<file path="src/sv/svts_pkg.sv">
// ----------------------------------------------------------------------------
// Sparse value table search: shared package
// Types, codes and default constants used across the search block.
// ----------------------------------------------------------------------------
package svts_pkg;

  // Default sizes of the table storage.
  localparam int DEF_TABLE_DEPTH = 256;
  localparam int DEF_VALUE_WIDTH = 16;
  localparam int DEF_PROB_WIDTH  = 32;

  // Entries in the queue between the front and the back.
  localparam int QUEUE_DEPTH = 2;

  // Configuration registers.
  localparam int CFG_DATA_W = 17;
  localparam logic [0:0] REG_CARDINALITY = 1'b0;
  localparam logic [0:0] REG_ENTRIES     = 1'b1;
  localparam logic [16:0] CARDINALITY_RESET = 17'h10000;
  localparam logic [8:0]  ENTRIES_RESET     = 9'd1;

  // Item actions.
  localparam logic ACT_LOAD   = 1'b0;
  localparam logic ACT_LOOKUP = 1'b1;

  // Result status codes.
  localparam logic [1:0] ST_OK    = 2'd0;
  localparam logic [1:0] ST_RANGE = 2'd1;
  localparam logic [1:0] ST_ORDER = 2'd2;

  typedef struct packed {
    logic        action;
    logic [7:0]  entry_position;
    logic [15:0] symbol_value;
    logic [31:0] probability_word;
  } item_t;

  typedef struct packed {
    logic        found;
    logic [7:0]  match_position;
    logic [31:0] match_probability;
    logic [1:0]  status;
  } result_t;

  // What the front has decided an item needs from the back.
  typedef enum logic [1:0] {
    CMD_REPORT,  // result is known already, only the status is passed on
    CMD_WRITE,   // load at position zero, written without an order check
    CMD_LOAD,    // load that needs the order check against the entry before
    CMD_LOOKUP   // binary search over the used entries
  } cmd_kind_t;

  typedef struct packed {
    cmd_kind_t   kind;
    logic [1:0]  status;
    logic [7:0]  pos;
    logic [15:0] val;
    logic [31:0] prob;
    logic [8:0]  count;
  } cmd_t;

  typedef enum logic [2:0] {
    S_IDLE,
    S_LCHECK,
    S_BOUND,
    S_PROBE,
    S_DELIVER
  } back_state_t;

  // A result that carries nothing but a status.
  function automatic result_t status_only(logic [1:0] st);
    result_t r;
    r        = '0;
    r.status = st;
    return r;
  endfunction

endpackage

</file>
<file path="src/sv/svts_front.sv">
// ----------------------------------------------------------------------------
// Sparse value table search: front
// Holds the configuration registers, accepts items and classifies them into
// commands for the back.
// ----------------------------------------------------------------------------
module svts_front #(
  parameter int TABLE_DEPTH = svts_pkg::DEF_TABLE_DEPTH
) (
  input  logic                             clk,
  input  logic                             rst,
  input  logic                             cfg_write,
  input  logic [0:0]                       cfg_index,
  input  logic [svts_pkg::CFG_DATA_W-1:0]  cfg_data,
  input  logic                             item_valid,
  output logic                             item_stall,
  input  svts_pkg::item_t                  item,
  output logic                             push,
  output svts_pkg::cmd_t                   push_cmd,
  input  logic                             full
);

  logic [16:0] cardinality;
  logic [8:0]  entries_in_use;
  logic [8:0]  used;

  always_ff @(posedge clk) begin
    if (rst) begin
      cardinality    <= svts_pkg::CARDINALITY_RESET;
      entries_in_use <= svts_pkg::ENTRIES_RESET;
    end else if (cfg_write) begin
      case (cfg_index)
        svts_pkg::REG_CARDINALITY: cardinality    <= cfg_data;
        svts_pkg::REG_ENTRIES:     entries_in_use <= cfg_data[8:0];
        default: ;
      endcase
    end
  end

  // The searched count saturates at the table depth.
  assign used = (32'(entries_in_use) > TABLE_DEPTH) ? 9'(TABLE_DEPTH) : entries_in_use;

  assign item_stall = full;
  assign push       = item_valid && !full;

  always_comb begin
    push_cmd        = '0;
    push_cmd.kind   = svts_pkg::CMD_REPORT;
    push_cmd.status = svts_pkg::ST_OK;
    push_cmd.pos    = item.entry_position;
    push_cmd.val    = item.symbol_value;
    push_cmd.prob   = item.probability_word;
    push_cmd.count  = used;
    if ({1'b0, item.symbol_value} >= cardinality) begin
      push_cmd.status = svts_pkg::ST_RANGE;
    end else if (item.action == svts_pkg::ACT_LOAD) begin
      if (32'(item.entry_position) >= TABLE_DEPTH) begin
        push_cmd.kind = svts_pkg::CMD_REPORT;
      end else if (item.entry_position == 8'd0) begin
        push_cmd.kind = svts_pkg::CMD_WRITE;
      end else begin
        push_cmd.kind = svts_pkg::CMD_LOAD;
      end
    end else if (used != 9'd0) begin
      push_cmd.kind = svts_pkg::CMD_LOOKUP;
    end
  end

endmodule

</file>
<file path="config.mk">
export PLATFORM = sky130hd
export DESIGN_NAME = svts_front
export DESIGN_NICKNAME = d
export VERILOG_FILES = /design/src/sv/svts_pkg.sv /design/src/sv/svts_front.sv
export SDC_FILE = /design/constraint.sdc
export NUM_CORES = 1
export LEC_CHECK = 0
export CAP_MARGIN = 20
export CORE_MARGIN = 2
export CORE_UTILIZATION = 57
export CTS_CLUSTER_SIZE = 25
export DETAILED_ROUTE_END_ITERATION = 8
export DONT_BUFFER_PORTS = 1
export GPL_ROUTABILITY_DRIVEN = 0
export PLACE_DENSITY_LB_ADDON = 0.3
export SLEW_MARGIN = 25
export SYNTH_ARGS = -nofsm -noshare
export SYNTH_HDL_FRONTEND = slang
export SYNTH_SLANG_ARGS = --single-unit
</file>
<file path="constraint.sdc">
create_clock -name clk -period 1.6 [get_ports clk]
set_clock_uncertainty 0.2 [all_clocks]
set_input_delay 0.16 -clock clk [delete_from_list [all_inputs] [get_ports clk]]
set_output_delay 0.16 -clock clk [all_outputs]
set_load 0.02 [all_outputs]
</file>
-- Word-level counts from Yosys, hierarchy flattened
Cells that the tools add are included.
- add/sub/neg operators: 0
- multiply operators: 0
- div/mod/pow operators: 0
- magnitude comparators: 2
- equality and inequality tests: 0
- shift-type cells: 0
- muxes and demuxes: 6
- bitwise logic cells: 1
- reduce and logical (&&, ||, !) cells: 6
- operator list (operator ; count):
    >= comparator 16 x 17 -> 1 bit ; 1
    > comparator 9 bit, second input constant ; 1
    2-to-1 mux 9 bit ; 1
    nonzero test 9 bit ; 1
    zero test 8 bit ; 1
    2-to-1 mux 2 bit ; 4
    AND reduction 2 bit ; 2
    logical AND 1 bit ; 1
    zero test 1 bit ; 1
    2-to-1 mux 1 bit ; 1
    NOT 1 bit ; 1
- register bits after elaboration: 26
- latch bits: 0
- bits in writable memories: 0
- ROM bits: 0
- input port bits: 80
- output and inout bits: 71
- logic and storage cells: 17
- memories: 0

-- Depth between registers and ports, before layout
- depth in word-level cells: 6
- depth in mapped cells: 7
- gate-level depth less buffers: 7

-- Worst setup path after synthesis
No wires, ideal clock.
- path type: register -> output
- from: register cardinality[14]
- to: output push_cmd[68] (netlist bit)
- data arrival time: 1.597 ns
- slack: -0.357 ns
- cell stages (with the launch flop): 8
- path buffers: 0
- cells stage by stage: dfxtp_1 > inv_1 > ha_1 > a21o_1 > a21oi_2 > o22ai_1 > o21bai_2 > a211oi_2
- RTL lines (item ; RTL line ; RTL):
    from (decl) ; svts_front.sv:22 ; logic [16:0] cardinality;
    from (signal assigned) ; svts_front.sv:28 ; cardinality <= svts_pkg::CARDINALITY_RESET;
    from (signal assigned) ; svts_front.sv:32 ; svts_pkg::REG_CARDINALITY: cardinality <= cfg_data;
    to (decl) ; svts_front.sv:18 ; output svts_pkg::cmd_t push_cmd,

==> summary.md <==
| Metric | Value |
|---|---|
| Status | `finished, violations left` |
| Failing checks | `setup timing` |
| Vias per Instance | `approximately 5.4` |
| Die Ht | `62.1 um` |
| Die ar. | `~3900 um2` |
| Die width | `roughly 62 um` |
| Area Growth Syn to Fin | `8.26%` |
| Total track usage | `22.2%` |
| Worst EP required | `~1.2 ns` |
| Fin crit period | `~2.2 ns` |
| Fillers | `roughly 280` |
| Antenna Nets Post-Route | `0` |
| WL per Instance | `15.4 um` |
| Cell Rows | `21` |
| R2R setup slack | `around 0.57 ns` |
| Cells along the critical path | `inv_2, ha_4, and4_4, o2111ai_2, o22ai_2, o21bai_4, buf_4` |
| Yosys warns | `0` |
| Worst Hold Class | `input pin to register` |
| Max-cap violations | `0` |
| Syn nets | `350` |
| Most common cell after layout, fill and taps aside | `nand2_1` |
| CTS root buffer | `clkbuf_4` |
| Total grt overflow | `0` |
| Worst r2r src | `entries_in_use[8]` |
| Worst VDD drop | `around 470 uV` |
| Tcrit/Tclk final | `138%` |
| CTS clock-pin slew for the worst setup and hold paths | `approximately 0.14 ns` |
| R2r endpoint | `entries_in_use[8]` |
| Synth top area share | `27.1%` |
| CP Capture Type | `output pin` |
| Routed wire length | `roughly 4200 um` |
| First-pass GRT wire length | `roughly 6400 um` |
| Cell Area, Placed | `1590 um2` |
| Final hold violations | `0` |
| CP Max Fanout | `3` |
| Hpwl dp | `2900 um` |
| Worst setup SP type | `register` |
| R2R depth | `3` |
| Post-route worst setup slack | `-0.616 ns` |
| Worst Tran Pin Value | `roughly 0.94 ns` |
| Initial antenna violation count | `0` |
| Max Slew Vio Count | `0` |
| Layout cells sized above 1 | `27.2%` |
| Max incr delay on CP | `around 0.37 ns` |
| Synth cell types | `30` |
| Cts bufs inserted | `3` |
| Vias in the first global route | `~1400` |
| Data arrival, critical path | `1.86 ns` |
| Avg Cell Area, Syn | `between 7 and 8 um2` |
| Power density over the cells | `approximately 670 nW/um2` |
| Total inserted antenna cells | `0` |
| Achievable Freq | `roughly 450 MHz` |
| CTS tree | `done` |
| Setup crit end | `push_cmd[65]` |
| Setup violators final | `3` |
| Yosys reg bits | `26` |
| Core area | `approximately 3300 um2` |
| Unrepaired setup endpoints after global routing | `true` |
| Number of H-tree levels | `1` |
| Starting DRC count in detailed routing | `28` |
| Total number of vias | `1445` |
| I/O Pins | `151` |
| Initial core utilization | `between 50% and 60%` |
| Leading area contributor after synthesis | `dfxtp_1` |
| Critical path class | `register to output pin` |
| Worst-Skew Late Latency | `0.32 ns` |
| CP startpoint | `cardinality[8]` |
| Design Power | `~1400 uW` |
| Nets@finish | `between 300 and 400` |
| DRT Pass-1 Iters | `4` |
| Final core occ | `between 60% and 70%` |
| Remaining DRCs | `0` |
| Worst slew margin | `between 30% and 40%` |
| Static leakage | `about 0.00075 uW` |
| Post-synthesis sequential area ratio | `about 27%` |
| Area contributors post-synth | `dfxtp_1, buf_4, nand2_1` |
| Most frequent cells in the layout | `nand2_1, dlygate4sd3_1, a21oi_1, dfxtp_1, inv_1` |
| Cell Area, Synth | `between 1500 and 2000 um2` |
| IO buf count | `0` |
| Post-route cell area | `between 2000 and 2500 um2` |
| Crit-path slowest cell | `dfxtp_2` |
| Sink Count | `26` |
| CTS max path bufs | `2` |
| Largest net degree at the start of global routing | `27` |
| Post-synthesis instance total | `between 200 and 300` |
==> per-layer routing <==
layer,vias up,track usage (%),wire (um),part of all wire [%]
met2,61,40.2,2180,53
met5,-,0,0,0
met3,16,2.48,279,6.7
li1,701,-,-,-
met1,667,25.7,1590,38
met4,0,10.3,97,2.3
==> stage by stage <==
stage	TNS, ns	worst slack (ns)	cells	hold WS [ns]
after floorplan	-0.466	-0.289	254	0.0840
after global placement	-0.740	-0.306	236	0.0247
after detailed placement	-0.962	-0.387	236	0.0262
after CTS	-1.85	-0.676	269	0.000527
after global routing	-1.98	-0.701	270	0.0120
final	-1.75	-0.616	270	0.00604
==> cell type report <==
cell class                      instances  area, um2  share of cell area [%]
Inverter                               18       67.6                    3.25
Tap cell                               46       57.6                    2.76
Sequential cell                        26        536                    25.7
Timing Repair Buffer                   34        329                    15.8
Clock buffer                            4       36.3                    1.74
Multi-Input combinational cell        142       1060                    50.7
==> cell usage after synthesis (all sizes together) <==
cell type	n
o21bai	2
a21oi	32
a21o	1
clkbuf	5
a211oi	2
o22ai	1
o21ai	3
nor4	3
nand3	1
nand3b	2
nand4b	1
nand2	57
and2	1
nor2b	7
inv	18
o2111ai	1
nor2	3
and2b	3
nand2b	1
conb	1
buf	63
ha	16
dfxtp	26
and4	3
nor3	1
==> report_power, final <==
part / switching (uW) / internal [uW] / total, uW
clock network: 187 / 139 / 326
logic: 187 / 174 / 361
registers: 20.3 / 681 / 701
==> critical path, delay by kind of cell, from the launching register on <==
family,cells,cell delay (ns)
and+or+nand+nor,1,0.24
AOI/OAI and AO/OA,3,0.42
adders and majority gates,1,0.27
buffers and inverters,2,0.23
DFF,1,0.37
==> logic make-up after synthesis <==
family	Yosys count	share of synthesized area (%)
buffers and inverters	86	28.7
and+or+nand+nor	83	20.4
AOI/OAI and AO/OA	42	13.3
DFF	26	27.1
adders and majority gates	16	10.4
other	1	0.195
==> sequential cells by signal, indices dropped and copies added, names as in the netlist <==
signal,flops
cardinality,17
entries_in_use,9
==> worst min path at each step <==
stage                            start         endpoint  slack (ns)  depth (start not counted)
after floorplan           cfg_data[16]  cardinality[16]        0.08                          2
after global placement             rst  cardinality[12]        0.02                          1
after detailed placement           rst  cardinality[12]        0.03                          1
after CTS                    cfg_index   cardinality[6]      0.0005                          4
after global routing         cfg_index   cardinality[6]        0.01                          4
final                        cfg_index   cardinality[6]       0.006                          4
==> timing repair <==
item / in CTS / in global routing
pin swaps: 15 / 3
hold buffers: 28 / 0
cloned: 0 / 0
gates resized for setup: 26 / 10
setup endpoints to repair: 3 / 8
hold endpoints to repair: 26 / 0
setup buffers: 1 / 1
(Power assumes the default switching activity.)
