**config.mk**
```make
export PLATFORM = sky130hd
export DESIGN_NAME = svts_queue
export DESIGN_NICKNAME = d
export VERILOG_FILES = /design/src/sv/svts_pkg.sv /design/src/sv/svts_queue.sv
export SDC_FILE = /design/constraint.sdc
export NUM_CORES = 1
export LEC_CHECK = 0
export ABC_AREA = 1
export BUFFER_PORTS_ARGS = -buffer_cell sky130_fd_sc_hd__buf_2
export CAP_MARGIN = 15
export CORE_ASPECT_RATIO = 0.6
export CORE_MARGIN = 2
export CORE_UTILIZATION = 42
export DETAILED_ROUTE_END_ITERATION = 12
export GPL_ROUTABILITY_DRIVEN = 0
export PLACE_DENSITY_LB_ADDON = 0.12
export SETUP_SLACK_MARGIN = 0.5
export SYNTH_ARGS = -nofsm -noshare
export SYNTH_HDL_FRONTEND = slang
export SYNTH_SLANG_ARGS = --single-unit
export TNS_END_PERCENT = 1
```
**constraint.sdc**
```tcl
create_clock -name clk -period 10.5 [get_ports clk]
set_clock_uncertainty 0.2 [all_clocks]
set_input_delay 1.575 -clock clk [delete_from_list [all_inputs] [get_ports clk]]
set_output_delay 1.575 -clock clk [all_outputs]
set_load 0.02 [all_outputs]
```
**src/sv/svts_pkg.sv**
```systemverilog
// ----------------------------------------------------------------------------
// Sparse value table search: shared package
// Types, codes and default constants used across the search block.
// ----------------------------------------------------------------------------
package svts_pkg;

  // Default sizes of the table storage.
  localparam int DEF_TABLE_DEPTH = 256;
  localparam int DEF_VALUE_WIDTH = 16;
  localparam int DEF_PROB_WIDTH  = 32;

  // Entries in the queue between the front and the back.
  localparam int QUEUE_DEPTH = 2;

  // Configuration registers.
  localparam int CFG_DATA_W = 17;
  localparam logic [0:0] REG_CARDINALITY = 1'b0;
  localparam logic [0:0] REG_ENTRIES     = 1'b1;
  localparam logic [16:0] CARDINALITY_RESET = 17'h10000;
  localparam logic [8:0]  ENTRIES_RESET     = 9'd1;

  // Item actions.
  localparam logic ACT_LOAD   = 1'b0;
  localparam logic ACT_LOOKUP = 1'b1;

  // Result status codes.
  localparam logic [1:0] ST_OK    = 2'd0;
  localparam logic [1:0] ST_RANGE = 2'd1;
  localparam logic [1:0] ST_ORDER = 2'd2;

  typedef struct packed {
    logic        action;
    logic [7:0]  entry_position;
    logic [15:0] symbol_value;
    logic [31:0] probability_word;
  } item_t;

  typedef struct packed {
    logic        found;
    logic [7:0]  match_position;
    logic [31:0] match_probability;
    logic [1:0]  status;
  } result_t;

  // What the front has decided an item needs from the back.
  typedef enum logic [1:0] {
    CMD_REPORT,  // result is known already, only the status is passed on
    CMD_WRITE,   // load at position zero, written without an order check
    CMD_LOAD,    // load that needs the order check against the entry before
    CMD_LOOKUP   // binary search over the used entries
  } cmd_kind_t;

  typedef struct packed {
    cmd_kind_t   kind;
    logic [1:0]  status;
    logic [7:0]  pos;
    logic [15:0] val;
    logic [31:0] prob;
    logic [8:0]  count;
  } cmd_t;

  typedef enum logic [2:0] {
    S_IDLE,
    S_LCHECK,
    S_BOUND,
    S_PROBE,
    S_DELIVER
  } back_state_t;

  // A result that carries nothing but a status.
  function automatic result_t status_only(logic [1:0] st);
    result_t r;
    r        = '0;
    r.status = st;
    return r;
  endfunction

endpackage

```
**src/sv/svts_queue.sv**
```systemverilog
// ----------------------------------------------------------------------------
// Sparse value table search: command queue
// Short first-in first-out queue between the front and the back.
// ----------------------------------------------------------------------------
module svts_queue (
  input  logic           clk,
  input  logic           rst,
  input  logic           push,
  input  svts_pkg::cmd_t push_cmd,
  output logic           full,
  input  logic           pop,
  output logic           head_valid,
  output svts_pkg::cmd_t head
);

  localparam int QD  = svts_pkg::QUEUE_DEPTH;
  localparam int PW  = (QD > 1) ? $clog2(QD) : 1;
  localparam int QCW = $clog2(QD + 1);

  svts_pkg::cmd_t slots [QD];
  logic [PW-1:0]  wr_ptr;
  logic [PW-1:0]  rd_ptr;
  logic [QCW-1:0] count;

  assign full       = (count == QCW'(QD));
  assign head_valid = (count != '0);
  assign head       = slots[rd_ptr];

  always_ff @(posedge clk) begin
    if (push) begin
      slots[wr_ptr] <= push_cmd;
    end
  end

  always_ff @(posedge clk) begin
    if (rst) begin
      wr_ptr <= '0;
      rd_ptr <= '0;
      count  <= '0;
    end else begin
      if (push) begin
        wr_ptr <= (wr_ptr == PW'(QD - 1)) ? '0 : wr_ptr + PW'(1);
      end
      if (pop) begin
        rd_ptr <= (rd_ptr == PW'(QD - 1)) ? '0 : rd_ptr + PW'(1);
      end
      if (push && !pop) begin
        count <= count + QCW'(1);
      end else if (pop && !push) begin
        count <= count - QCW'(1);
      end
    end
  end

endmodule

```
Yosys cells after proc, flatten, opt, wreduce, memory -nomap -nowiden
Memories as Yosys holds them, arrays and structs flattened. A register that Yosys moved wholly into a read port is not among the register bits.
Index checks and enable logic that the tools add are counted.
Widths: inputs -> output; s select.
{"block": "word_totals", "mem_bits_rw": 138, "inputBits": 73, "regBits": 4, "word_cells": 23, "memories": 1, "romBits": 0, "out_inout_bits": 71, "latch_bits": 0}
{"block": "op_classes", "mul": 0, "order_cmp": 0, "n_reduce_logical": 6, "eq_ne": 1, "shifts": 0, "mux": 8, "add_sub_neg": 4, "bitwise": 0, "div": 0}
{"memory": "slots", "words": 2, "word_bits": 69, "rd": 1, "rd_clocked_by_memory_dff": 1, "write_ports": 1, "line_no": "svts_queue.sv:20", "text": "svts_pkg::cmd_t slots [QD];"}
{"op": "$mux 1", "count": 6}
{"op": "$mux 2", "count": 2}
{"op": "$reduce_bool 2->1", "count": 2}
{"op": "$add 1x1->1 const B", "count": 2}
{"op": "$add 2x1->2 const B", "count": 1}
{"op": "$eq 2x2->1 const B", "count": 1}
{"op": "$logic_and 1x1->1", "count": 2}
{"op": "$logic_not 1->1", "count": 2}
{"op": "$sub 2x1->2 const B", "count": 1}

Depth between registers and ports, before layout
Gate-level depths: netlist of run 1.
{"block": "depth", "depth_word": 4, "ltp_mapped": 8, "ltp_nobuf": 8}

Worst setup path after synthesis of run 1
No wires, ideal clock.
{"block": "synth_timing", "path_kind": "input to register", "start": "input push", "end": "memory slots[0][0] in the netlist's numbering (enable)", "arrival_time_ns": 4.508, "stages": 2, "n_path_buf": 0, "path_slack_ns": 5.294, "setup_ns": 0.498, "path_cell_list": "inv_1 nor2_1"}
{"block": "synth_via", "elab_chain_cells": 2}
{"item": "start, declared", "line_no": "svts_queue.sv:8", "text": "input logic push,"}
{"item": "$mux 1", "line_no": "svts_queue.sv:30", "text": "if (push) begin"}
{"item": "$mux 1 (implied by the code)", "line_no": "svts_queue.sv:31", "text": "slots[wr_ptr] <= push_cmd;"}
{"item": "end, declared", "line_no": "svts_queue.sv:20"}
Every way passes these cells.

==> results of run 1 <==
[area by class of cell]
class,count,share of cell area
Clock buffer,18,0.06397
Multi-Input combinational cell,88,0.1363
Tap cell,165,0.03077
Timing Repair Buffer,145,0.1089
Inverter,9,0.005035
Clock inverter,13,0.02182
Sequential cell,143,0.6332
[state kept, by name, indices dropped and copies added, names as in the netlist, named ones only]
register and count:
rd_ptr 1, count 2, slots 138, wr_ptr 1
[worst max-delay path, cell delays in order, from the launching register on]
cell	delay [ps]
dfxtp_4	1020
mux2_2	450
buf_2	170
[worst paths after layout]
kind,cells after the start,end,startpoint
setup / recovery,2,head[12],register
hold / removal,2,register,rd_ptr$_SDFFE_PP0P_
hold reg to reg,2,register,rd_ptr$_SDFFE_PP0P_
setup reg to reg,3,slots[1][10]$_DFFE_PP_,wr_ptr$_SDFFE_PP0P_
[power groups by stage]
stage | clock (mW) | combinational, mW | sequential (mW)
final | 0.585 | 0.141 | 0.678
after global routing | 0.623 | 0.152 | 0.682
after CTS | 0.597 | 0.144 | 0.679
after detailed placement | 0 | 0.143 | 0.691
after global placement | 0 | 0.142 | 0.689
after floorplan | 0 | 0.101 | 0.679
[cell usage in the layout (no fill, tap or decap), drive strengths merged, types with 3 or more instances in the layout]
cell | synthesis | routed
buf | 8 | 145
bufinv | 0 | 3
clkbuf | 0 | 18
clkinv | 0 | 7
dfxtp | 5 | 5
edfxtp | 138 | 138
inv | 9 | 10
mux2 | 69 | 69
nand2 | 6 | 6
nor2 | 6 | 6
[routing by layer]
metal,track usage,routed length (um),vias up
met4,0.05238,112,2
met1,0.1941,4308,1324
met5,0,13,-
met3,0.06919,811,14
li1,-,-,1274
met2,0.2052,4066,98
[kinds of logic after synthesis]
group,Yosys count,synth area share
AOI/OAI and AO/OA,2,0.001906
xor gates and xnor gates,1,0.001669
adders and majority gates,1,0.002384
muxes,69,0.1552
buffers and inverters,17,0.01836
and+or+nand+nor,15,0.01168
DFF,143,0.8088
[per-stage QoR]
stage          hold slack (ps)  worst slack (ps)  area [um^2]
5_1_grt                  352.4              6548         6709
3_3_place_gp             291.1              6983         6133
2_1_floorplan            279.9              5294         5248
4_1_cts                  328.2              6620         6709
3_5_place_dp             303.4              6985         6133
6_report                 332.3              6673         6709
==> impl_metrics.tcl, run 1 <==
set metrics [dict create \
    outcome "finished, final reports clean" \
    row_count 31 \
    synthCells 248 \
    clock-sinks 143 \
    internal_power_mw 1.091 \
    drc_errors 0 \
    end_kind "output port" \
    ys_seq_area_frac 0.8088 \
    critPathMaxFanout 69 \
    synth_nets 322 \
    power.total_mw 1.405 \
    final_cells 581 \
    coreArea_mm2 0.01214 \
    port-buffer-count 143 \
    fin_tns_setup_ps 0 \
    power.switching_mw 0.3140 \
    cts_tree "yes" \
    drive_gt1_frac 0.5889 \
    track_usage 0.1446 \
    yosysWarningCount 0 \
    drt-pass1-iter-count 6 \
    antenna_found_initial 2 \
    drt-total-wl_um 9312 \
    initialDrtViolationCount 163 \
    ff_latch_area_mm2 0.004248 \
    worstMarginPinSlew_ps 1006 \
    p_comb_frac 0.101 \
    pwr-share-seq 0.483 \
    vias 2712 \
    syn_area_mm2 0.005248 \
    vias_per_cell 4.668 \
    cts_resized 0 \
    cts_buffer_depth 2 \
    multiInputGateArea_um2 914.6 \
    setup_viol 0 \
    yosys.cell_count.top_type "edfxtp_1" \
    clkLatencyLatePin_ps 410 \
    first_global_vias 2740 \
    cts-root-buf "clkbuf_16" \
    die-area_mm2 0.01343 \
    cap_violations 0 \
    grt_max_degree 70 \
    fin_util 0.5526 \
    syn2layout_area_growth_pct 27.85 \
    post_cts_buffers 0 \
    postCtsHoldBufs 0 \
    wl_per_cell_um 16.03 \
    async_flop_share 0 \
    antenna_left 0 \
    r2r_slack_ps 8320 \
    grt_first_pass_wirelength_um 14230 \
    pwr-share-clk 0.416 \
    ys_ff_latch 143 \
    n_fill_cell 984 \
    ys_top_cells_by_area "edfxtp_1, mux2_2, mux2_4" \
    grt-ovfl-total 0 \
    pwr_density_cell_mw_per_mm2 209.4 \
    ys.flop_type "edfxtp_1" \
    worstSetupPathType "reg2out" \
    yosys-top-cells-count "edfxtp_1, mux2_2, mux2_4, inv_1" \
    p_leak_nw 2.576 \
    dp.cells 550 \
    die_y_um 90.58 \
    hpwlAfterDp_um 5756 \
    worstPathRequired_ps 8730 \
    synth_top_area_frac 0.7897 \
    ys_types 17 \
    io_pins 144 \
    relSlewSlack 0.3295 \
    fin_crit_sh 0.3645 \
    syn_avg_cell_area_um2 21.16 \
    rsz0062_at_grt "no" \
    hold_violations 0 \
    critPathLaunchType "register" \
    max_freq_mhz 261.3 \
    die_x_um 148.3 \
    switching_share 0.2235 \
    worstPathArrival_ps 2050 \
    hold_class "reg2reg" \
    h-tree-depth 4 \
    drv_slew 0 \
    final_nets 478 \
    initial_core_util 0.4322 \
    numCtsBuffers 17 \
    clkTransAtPathRegs_ps 60 \
    diodes 0 \
    synth-edff-count 138 \
    synth_area_leader_cell "edfxtp_1" \
    vdd_drop_max_uv 110.9 \
    period_minus_slack_ps 3827 \
]
No activity file was read; power rests on OpenSTA's default activity.
==> inputs of run 2 (changes only) <==
--- a/config.mk
+++ b/config.mk
@@ -5,7 +5,7 @@
 export SDC_FILE = /design/constraint.sdc
 export NUM_CORES = 1
 export LEC_CHECK = 0
-export ABC_AREA = 1
+export ABC_AREA = 0
 export BUFFER_PORTS_ARGS = -buffer_cell sky130_fd_sc_hd__buf_2
 export CAP_MARGIN = 15
 export CORE_ASPECT_RATIO = 0.6
==> constraint.sdc (replaced) <==
create_clock -name clk -period 3.1 [get_ports clk]
set_clock_uncertainty 0.2 [all_clocks]
set_input_delay 0.465 -clock clk [delete_from_list [all_inputs] [get_ports clk]]
set_output_delay 0.465 -clock clk [all_outputs]
set_load 0.02 [all_outputs]
==> run 2 against run 1 <==
  * Wire length grew 0.98%
  * Flip-flop and latch count is the same
  * Global-route usage is essentially flat
  * Via count shrank 1.8%
  * Critical endpoint is now head[30]
  * Area after synthesis shrank 0.36%
  * Clock-buffer cell count grew 1
  * Sequential power grew to 3.4 times the previous value
  * Combinational power grew to 3.9 times the previous value
  * Die area shrank 0.35%
  * Utilization grew 0.76 points
  * Register-to-register slack lost 6900 ps
==> impl_metrics.tcl, run 2 <==
set metrics [dict create \
    outcome "finished, final reports clean" \
    worstPathArrival_ps 1720 \
    clkLatencyLatePin_ps 400 \
    pre_cts_ws_ps 929.4 \
    n_fill_cell 983 \
    async_flop_share 0 \
    clock-sinks 143 \
    antenna_left 0 \
    fin_ws_ps 710.1 \
    worstMarginPinSlew_ps 646.5 \
    wl_per_cell_um 16.32 \
    setup_viol 0 \
    fin_crit_sh 0.7709 \
    drv_slew 0 \
    coreArea_mm2 0.01210 \
    synth_top_area_frac 0.7925 \
    top_register "slots" \
    ys.flop_type "edfxtp_1" \
    cp_cell_sequence "buf_12 -> mux2_2 -> buf_2" \
    synth-edff-count 138 \
    drc_errors 0 \
    die_y_um 90.43 \
    die-area_mm2 0.01339 \
    crit_buf_inv 2 \
    initial_core_util 0.4321 \
    vdd_drop_max_uv 403.5 \
    syn2layout_area_growth_pct 29.65 \
    syn_avg_cell_area_um2 22.06 \
    port-buffer-count 143 \
    drt-pass1-iter-count 4 \
    io_pins 144 \
    first_global_vias 2796 \
    synth_area_leader_cell "edfxtp_1" \
    critPathLaunchType "register" \
    row_count 31 \
    die_x_um 148.0 \
    cts-root-buf "clkbuf_16" \
    final_common_cell "buf_2" \
    drt-total-wl_um 9403 \
    ys_top_cells_by_area "edfxtp_1, mux2_2, mux2_4" \
    grt_first_pass_wirelength_um 14100 \
    initialDrtViolationCount 96 \
    ys_ff_latch 143 \
    end_kind "output port" \
    antenna_found_initial 5 \
    reg_top3 "slots: 138 flops, count: 2 flops" \
    hold_class "in2reg" \
    grt_max_degree 48 \
    synthCells 237 \
    h-tree-depth 4 \
    cts_tree "yes" \
    vias_per_cell 4.625 \
    pwr_density_cell_mw_per_mm2 717.6 \
    hold_violations 0 \
    syn_area_mm2 0.005229 \
    period_minus_slack_ps 2390 \
    postCtsHoldBufs 0 \
    cp_slowest_cell "dfxtp_4" \
    relSlewSlack 0.5690 \
    cap_violations 0 \
    rsz0062_at_grt "no" \
    max_freq_mhz 418.4 \
    yosysWarningCount 0 \
    hpwlAfterDp_um 5933 \
    final_cell_mix "buf_2, edfxtp_1, mux2_2, clkbuf_16, mux2_4" \
    largest_reg_flops 138 \
    track_usage 0.1443 \
    synth_nets 311 \
    ys_seq_area_frac 0.8117 \
    yosys.cell_count.top_type "edfxtp_1" \
    numCtsBuffers 17 \
    critPathMaxFanout 29 \
    worstSetupPathType "reg2out" \
    vias 2664 \
    ys_types 18 \
    drive_gt1_frac 0.6146 \
    r2r_slack_ps 1440 \
    yosys-top-cells-count "edfxtp_1, mux2_2, mux2_4, buf_2, dfxtp_1" \
    final_nets 471 \
    grt-ovfl-total 0 \
    fin_tns_setup_ps 0 \
    clkTransAtPathRegs_ps 60 \
    critPathMaxStageDelay_ps 520 \
    worstPathRequired_ps 2430 \
    path_delay_family "flip-flops" \
    cts_buffer_depth 2 \
    p_leak_nw 2.572 \
]
## run 2: cell count changes in the layout (fill, tap and decap cells not counted), moves of 2 or more
cell / before / now
inv_1: 8 / 1
nand2_1: 6 / 0
clkinv_2: 5 / 2
clkinvlp_4: 2 / 5
buf_12: 0 / 2
clkinv_1: 2 / 0
xor2_1: 0 / 2
## run 2: worst paths after layout
| path | from | endpoint | cells past startpoint |
|---|---|---|---|
| worst max register to register | wr_ptr$_SDFFE_PP0P_ | slots[1][25]$_DFFE_PP_ | 2 |
| worst min register to register | count[1]$_SDFFE_PP0P_ | count[1]$_SDFFE_PP0P_ | 2 |
| worst min-delay path | push_cmd[52] | slots[1][52]$_DFFE_PP_ | 1 |
| worst max-delay path | register | head[30] | 3 |
## run 2: layer usage
metal / vias up / routed length [um] / global-route usage / share of wire
li1: 1254 / - / - / -
met1: 1284 / 4004 / 0.1702 / 0.43
met2: 100 / 4262 / 0.2218 / 0.45
met3: 22 / 972 / 0.07424 / 0.10
met4: 4 / 139 / 0.06429 / 0.015
met5: - / 24 / 0 / 0.0026
## run 2: cells by family after synthesis
logic type / synth area share
compound gates: 0.001912
xor+xnor: 0.006701
fa+ha+maj: 0.002393
buf+inv: 0.01268
flops: 0.8117
mux: 0.1558
simple gates: 0.008855
## run 2: worst reg2reg max path, stage by stage, from the launching register on
cell     delay, ps
dfxtp_1        400
and2_4         400
buf_12         320
## run 2: area by class of cell
type,instances,area (um^2),area share
diodes,1,2.502,0.0003691
clock inverters,13,163.9,0.02418
flip-flops and latches,143,4248,0.6266
inverters,1,3.754,0.0005537
well taps,165,206.4,0.03045
clock buffers,19,432.9,0.06386
multi-input cells,85,928.4,0.1370
repair buffers,149,793.3,0.1170
## run 2: power by group
group / switching (mW) / total, mW / internal [mW]
Sequential: 0.0384 / 2.29 / 2.25
Combinational: 0.320 / 0.555 / 0.235
Clock: 0.750 / 2.02 / 1.27
## run 2: timing repair
| item | 4_1_cts | 5_1_grt |
|---|---|---|
| resized for setup | 0 | 0 |
| endpoints found under the setup margin | 10 | 0 |
| buffers inserted | 1 | 0 |
## run 2: stage by stage
stage            util  power [mW]  cells  cell area (um^2)  hold slack, ps
5_1_grt        0.5602       5.040    576              6779           27.29
4_1_cts        0.5600       4.921    575              6777           22.91
3_5_place_dp   0.5094       2.891    542              6165           307.0
3_3_place_gp   0.5094       2.881    542              6165           276.7
2_1_floorplan       -       2.685    237              5236           255.8
6_report       0.5602       4.865    576              6779           42.42
==> inputs of run 3 (changes only) <==
==> constraint.sdc (replaced) <==
create_clock -name clk -period 2.2 [get_ports clk]
set_clock_uncertainty 0.2 [all_clocks]
set_input_delay 0.33 -clock clk [delete_from_list [all_inputs] [get_ports clk]]
set_output_delay 0.33 -clock clk [all_outputs]
set_load 0.02 [all_outputs]
==> run 3 against run 2 <==
  * Register-to-register slack got worse by 800 ps
  * Global-route usage rose by 0.57 points
  * Combinational power rose by 110%
  * First-iteration DRC count increased by 88%
  * Via count rose by 13%
  * Clock-buffer cell count is 1 higher
  * Sequential share of layout area fell by 9.9 points
  * Critical endpoint is now head[66]
  * Largest power group unchanged
==> impl_metrics.tcl, run 3 (synthesis gave the netlist of run 2 again) <==
set metrics [dict create \
    initialDrtViolationCount 180 \
    io_pins 144 \
    coreArea_mm2 0.01210 \
    cts_tree "yes" \
    relSlewSlack 0.7983 \
    critPathMaxFanout 6 \
    worstPathArrival_ps 1570 \
    antenna_found_initial 0 \
    grt_use_met3 0.05505 \
    hpwlAfterDp_um 5984 \
    die-area_mm2 0.01339 \
    drt-pass1-iter-count 4 \
    grt-ovfl-total 0 \
    period_minus_slack_ps 2095 \
    critPathMaxStageDelay_ps 370 \
    numCtsBuffers 17 \
    drc_errors 0 \
    worstSetupPathType "reg2out" \
    diodes 0 \
    cts-root-buf "clkbuf_16" \
    r2r_cells 2 \
    fin_crit_sh 0.9523 \
    worstPathRequired_ps 1670 \
    max_freq_mhz 477.3 \
    fin_tns_setup_ps 0 \
    final_nets 552 \
    wl_per_cell_um 17.10 \
    row_count 31 \
    worstMarginPinSlew_ps 302.6 \
    syn2layout_area_growth_pct 54.01 \
    grt_max_degree 53 \
    first_global_vias 3033 \
    largest_reg_flops 138 \
    rsz0062_at_grt "yes" \
    critPathLaunchType "register" \
    dp.cells 543 \
    die_x_um 148.0 \
    final_common_cell "edfxtp_1" \
    antenna_left 0 \
    initial_core_util 0.4321 \
    final_cell_mix "edfxtp_1, buf_2, dlygate4sd3_1, mux2_4, buf_6" \
    reg_top3 "slots: 138 flops, count: 2 flops" \
    final_cells 656 \
    cp_slowest_cell "dfxtp_4" \
    end_kind "output port" \
    whs_path_depth 3 \
    pwr_density_cell_mw_per_mm2 891.7 \
    cap_violations 0 \
    outcome "finished, final reports clean" \
    h-tree-depth 4 \
    grtUsageMet1 0.1935 \
    drv_slew 0 \
    vias 3009 \
    hold_class "in2reg" \
    clkLatencyLatePin_ps 400 \
    drive_gt1_frac 0.5295 \
    clock-sinks 143 \
    drt-total-wl_um 11220 \
    vdd_drop_max_uv 541.3 \
    power.total_mw 7.181 \
    track_usage 0.1501 \
    grt.busiest_layer "met2" \
    p_leak_nw 3.169 \
    cp_cell_sequence "buf_12 -> clkbuf_16 -> mux2_2 -> buf_2" \
    top_register "slots" \
    grt_first_pass_wirelength_um 15110 \
    grt_util_met2 0.2369 \
    hold_violations 0 \
    die_y_um 90.43 \
    setup_viol 0 \
    port-buffer-count 143 \
    cts_buffer_depth 2 \
    vias_per_cell 4.587 \
    clkTransAtPathRegs_ps 60 \
]
run 3: critical path: cells and delay by family, from the launching register on:
| kind | cells | cell delay [ps] |
|---|---|---|
| multiplexers | 1 | 330 |
| flip-flops | 1 | 370 |
| buffers and inverters | 3 | 450 |
run 3: path summary, 6_finish.rpt:
kind	from	end	slack, ps
worst max-delay path	register	head[66]	100
worst min-delay path	pop	rd_ptr$_SDFFE_PP0P_	20
worst max register to register	wr_ptr$_SDFFE_PP0P_	slots[1][23]$_DFFE_PP_	640
worst min register to register	rd_ptr$_SDFFE_PP0P_	rd_ptr$_SDFFE_PP0P_	310
run 3: through the flow:
step	setup slack [ps]	util	area [um^2]	hold WS, ps
5_1_grt	57.38	0.6654	8053	36.96
3_3_place_gp	513.8	0.5131	6210	277.4
2_1_floorplan	192.9	-	5238	199.1
4_1_cts	61.21	0.6196	7498	5.730
3_5_place_dp	502.8	0.5131	6210	309.2
6_report	104.9	0.6654	8053	17.87
run 3: metal layers:
layer | wire length [um] | vias to the layer above
met5 | 0 | -
met4 | 84 | 0
met3 | 719 | 9
met2 | 5124 | 98
met1 | 5289 | 1482
li1 | - | 1420
run 3: power breakdown:
| group | internal, mW | switching (mW) | leakage (nW) |
|---|---|---|---|
| registers | 3.18 | 0.0462 | 1.34 |
| logic | 0.618 | 0.550 | 1.55 |
| clock network | 1.77 | 1.02 | 0.287 |
| total | 5.57 | 1.62 | 3.17 |
run 3: repair_timing:
action,in CTS,in global routing
buffers inserted,0,2
setup endpoints to repair,70,70
resized for setup,1,110
hold buffers,70,0
endpoints found under the hold margin,143,0
gates cloned,0,9
run 3: final cells by class:
type                            instances  area, um^2
Multi-Input combinational cell         85        1030
Clock inverter                         12       143.9
Fill cell                             845        4049
Inverter                                1       3.754
Timing Repair Buffer                  230        1984
Clock buffer                           20       436.7
Tap cell                              165       206.4
Sequential cell                       143        4248
